`src/sv/prf_ram.sv`:
```
// generic single-write, single-read synchronous ram, registered read data
// no dependencies
module prf_ram #(
	parameter int WIDTH = 32,
	parameter int DEPTH = 128,
	parameter int AW    = $clog2(DEPTH)
) (
	input  logic             clk,
	input  logic             we,
	input  logic [AW-1:0]    waddr,
	input  logic [WIDTH-1:0] wdata,
	input  logic [AW-1:0]    raddr,
	output logic [WIDTH-1:0] rdata
);

	logic [WIDTH-1:0] mem [DEPTH];

	always_ff @(posedge clk) begin
		if (we) begin
			mem[waddr] <= wdata;
		end
		rdata <= mem[raddr];
	end

endmodule

```
`config.mk`:
```
export PLATFORM = sky130hd
export DESIGN_NAME = prf_ram
export DESIGN_NICKNAME = d
export VERILOG_FILES = /design/src/sv/prf_ram.sv
export SDC_FILE = /design/constraint.sdc
export NUM_CORES = 2
export LEC_CHECK = 0
export ABC_AREA = 1
export BUFFER_PORTS_ARGS = -buffer_cell sky130_fd_sc_hd__buf_2
export CAP_MARGIN = 15
export CORE_MARGIN = 2
export CORE_UTILIZATION = 40
export DETAILED_ROUTE_END_ITERATION = 16
export PLACE_DENSITY_LB_ADDON = 0.1
export SYNTH_ARGS = -nofsm -noshare
export SYNTH_HDL_FRONTEND = slang
export SYNTH_SLANG_ARGS = --single-unit
```
`constraint.sdc`:
```
create_clock -name clk -period 6.95 [get_ports clk]
set_input_delay 1.39 -clock clk [delete_from_list [all_inputs] [get_ports clk]]
set_output_delay 1.39 -clock clk [all_outputs]
set_load 0.005 [all_outputs]
```
After elaboration in Yosys (flattened, before gate mapping) --
Memories as Yosys holds them, arrays and structs flattened. A register that Yosys moved wholly into a read port is not among the register bits. Cells that the tools add are included.
Word-level totals: flip-flop bits (word level) 0, word-level logic and storage cells 3, memories kept 1, memory bits (writable) 4096
Memories:
- mem | depth 128, bits a word 32, read ports 1, clocked after memory_dff 1, wr ports 1, line 16 | logic [WIDTH-1:0] mem [DEPTH];
Operators by class: multiplexer cells 2
Operator list (count):
- 1-bit 2-to-1 mux | 2

Longest topological paths before layout --
depth after elaboration 2, mapped depth 13, mapped depth without buffers 9

Least setup slack after synthesis --
No wires, ideal clock.
kind input port to flip-flop, start point input port we, end point memory mem[105][0] (enable), path slack 3.162 ns, required time 6.529 ns, arrival 3.367 ns, stages on the path 4, cell sequence clkbuf_1 > nand2_1 > clkbuf_1 > nor2_1
Between the ends: cells in the longest elaborated chain, start to end 2
RTL lines:
- start: declaration | line 9 | input logic we,
- 1-bit 2-to-1 mux | line 19 | if (we) begin
- 1-bit 2-to-1 mux (implied by the code) | line 20 | mem[waddr] <= wdata;
- end: declaration | line 16
Every way passes these cells.

==> metrics.csv <==
stage,metric,value,unit
clocking,htree_num_levels,5,
pwr,leakagePower,64.00,nW
routing,vias_per_cell,5.645,
global_route,antenna_found_initial,46,
layout,final_nets,13373,
clocking,clk_latency,1.00,ns
routing,postRouteAntennaNets,0,
sta,relSlewSlack,16.32,%
routing,dr.pass1.iters,6,
logic_synthesis,synth_mux_area_share,0,%
die,core,0.4099,mm^2
routing,vias,108520,
clocking,clock_sinks,4128,
worst_setup_path,worstPathCellList,buf_8 -> buf_4 -> buf_4 -> nand3_1 -> nand3_1 -> nand3_1 -> nand3_1 -> nand3_1 -> nand2_1,
clocking,postCtsSetupBuffers,0,
layout,fillers,36976,
sta,rsz0062_at_grt,no,
routing,first_iter_violations,13070,
logic_synthesis,synthSimpleGateAreaFrac,22.06,%
layout,regArea,0.1236,mm^2
global_route,grt.overflow.total,0,
layout,final_area,0.1863,mm^2
die,start_util,40.17,%
logic_synthesis,yosysWarnings,0,
pwr,ir_drop,0.2199,mV
sta,worst_slew_pin_slew,1.252,ns
worst_setup_path,worst_path_most_repeated_cell,nand3_1,
logic_synthesis,syn_nets,13437,
pwr,power_density,293.9,mW/mm^2
layout,drive_above_1_share,8.617,%
global_route,grt_pass1_vias,102502,
die,ioPinCount,80,
logic_synthesis,synth_area_leaders,"edfxtp_1, nand3_1, nand2_1",
sta,setup_tns,0,ns
clocking,cts-resized-gates,0,
run_status,status,completed,
hold_path,hold_class,input pin to flip-flop,
logic_synthesis,async_flop_share,0,%
routing,wl_per_cell,28.97,um
logic_synthesis,synth_ff_type,edfxtp_1,
logic_synthesis,synth_top_family_by_area,simple AND/OR/NAND/NOR gates,
clocking,cts_buffer_depth,4,
die,row_count,235,
job,maxCapViolCount,0,
worst_setup_path,crit_slowest_cell,buf_4,
logic_synthesis,yosysMostFrequentCell,nand2_1,
sta,drv_slew,0,
worst_setup_path,worstPathRequired,7.87,ns
logic_synthesis,ys_ff_latch,4128,
die,dieArea,0.4167,mm^2
logic_synthesis,synth_xor_area_share,0,%
sta,hold_violations,0,
clocking,cts_buffers,445,
place,gp_congestion,0.8542,
sta,fmax,227.1,MHz
logic_synthesis,synth_compound_area_share,0,%
place,post-dp-hpwl,304000,um
routing,wl,556900,um
sta,fin_crit,4.404,ns
die,die_x,645.6,um
place,postPlaceCellArea,0.1714,mm^2
logic_synthesis,syn_avg_cell_area,12.30,um^2
logic_synthesis,synthDistinctLibCells,15,
logic_synthesis,synth.top_cell.area_share,74.71,%
worst_setup_path,crit_type,input pin to flip-flop,
global_route,grt_pass1_wl,783400,um
place,io_buffers,79,
sta,fin_skew,0.03500,ns
pwr,total_power,54.74,mW
layout,area_growth,13.14,%
layout,multiInputGateArea,0.03730,mm^2
global_route,grt_util_all_layers,26.16,%
worst_setup_path,critPathLaunchType,input pin,
routing,drc,0,
clocking,root_buffer,clkbuf_16,
worst_setup_path,cpPeakStageDelay,0.88,ns
clocking,cts_hold_buf,0,
logic_synthesis,ys_top_cells_by_count,"nand2_1, edfxtp_1, nand3_1, buf_2, nor2_1",
logic_synthesis,syn_inst,13389,
worst_setup_path,endpoint_kind,flip-flop,
clocking,cts_tree,built,
clocking,cts.clk_slew.worst_paths,0.06,ns
global_route,grt_max_degree,189,
worst_setup_path,critPathArrivalTime,5.32,ns
logic_synthesis,synth.cell_area,0.1646,mm^2
sta,fin_crit_sh,63.37,%
logic_synthesis,synth_largest_area_cell,edfxtp_1,
sta,setup_violations,0,
die,die_h,645.6,um
logic_synthesis,synthAdderAreaFrac,0,%
logic_synthesis,seq_area_frac_synth,75.10,%
worst_setup_path,crit_fanout,67,
logic_synthesis,synth_edf_count,4096,
## through the flow
stage	hold WS (ns)	utilization (%)	cells	setup slack, ns
final	0.7503	45.44	19225	2.546
after floorplan	0.7545	-	13389	3.162
after CTS	0.6659	45.38	19163	2.609
after detailed placement	0.8895	41.83	18324	1.533
after global placement	0.8786	41.82	18323	1.544
after global routing	0.7039	45.43	19202	2.581
## final timing paths
check	slack [ns]	to	from	depth (start not counted)
setup reg to reg	4.50	rdata[14]	mem[39][14]	8
setup / recovery	2.55	rdata[19]	raddr[2]	9
hold / removal	0.75	mem[23][28]	wdata[28]	1
hold reg to reg	0.89	rdata[19]	mem[10][19]	8
## area by class of cell
type	instances	area share (%)
Sequential cell	4128	66.38
Multi-Input combinational cell	8328	20.03
Clock buffer	561	6.361
Tap cell	5451	3.662
Timing Repair Buffer	398	1.950
Clock inverter	278	1.467
Inverter	24	0.07927
Antenna cell	57	0.07658
## where the power goes
group	internal (mW)	total, mW	switching [mW]
Combinational	0.703	3.37	2.67
Sequential	27.5	27.6	0.117
Clock	13.7	23.8	10.0
Total	41.9	54.7	12.8
## placed cells by master (no fill, tap or decap), types with 17 or more instances in the layout
cell,n
nand3_1,4035
nand2_1,4143
inv_1,18
nor2_4,128
clkinv_1,103
clkbuf_1,94
clkbuf_8,17
edfxtp_1,4096
clkinv_2,87
buf_4,280
buf_6,23
diode_2,57
bufinv_16,45
buf_2,41
clkbuf_16,450
dfxtp_1,32
buf_12,51
## layer usage
layer	track usage, %	vias to the layer above	wire length [um]
li1	-	47987	-
met5	0	-	40
met2	41.48	4477	257000
met4	8.315	6	18540
met3	3.443	726	41350
met1	37.46	55324	240000
## state kept, by name, indices dropped and copies added (netlist names)
name / count
rdata: 32
mem: 4096
## worst max-delay path, delay by kind of cell
kind / cells / cell delay, ns
and+or+nand+nor: 6 / 1.66
buffers and inverters: 3 / 2.03
## kinds of logic (layout without fill, tap and decap cells)
kind of cell / after synthesis / count (layout)
simple gates: 8328 / 8328
flops: 4128 / 4128
buf+inv: 933 / 1261
other cells: 0 / 57
Note: power is estimated with default switching activity, not from simulation.
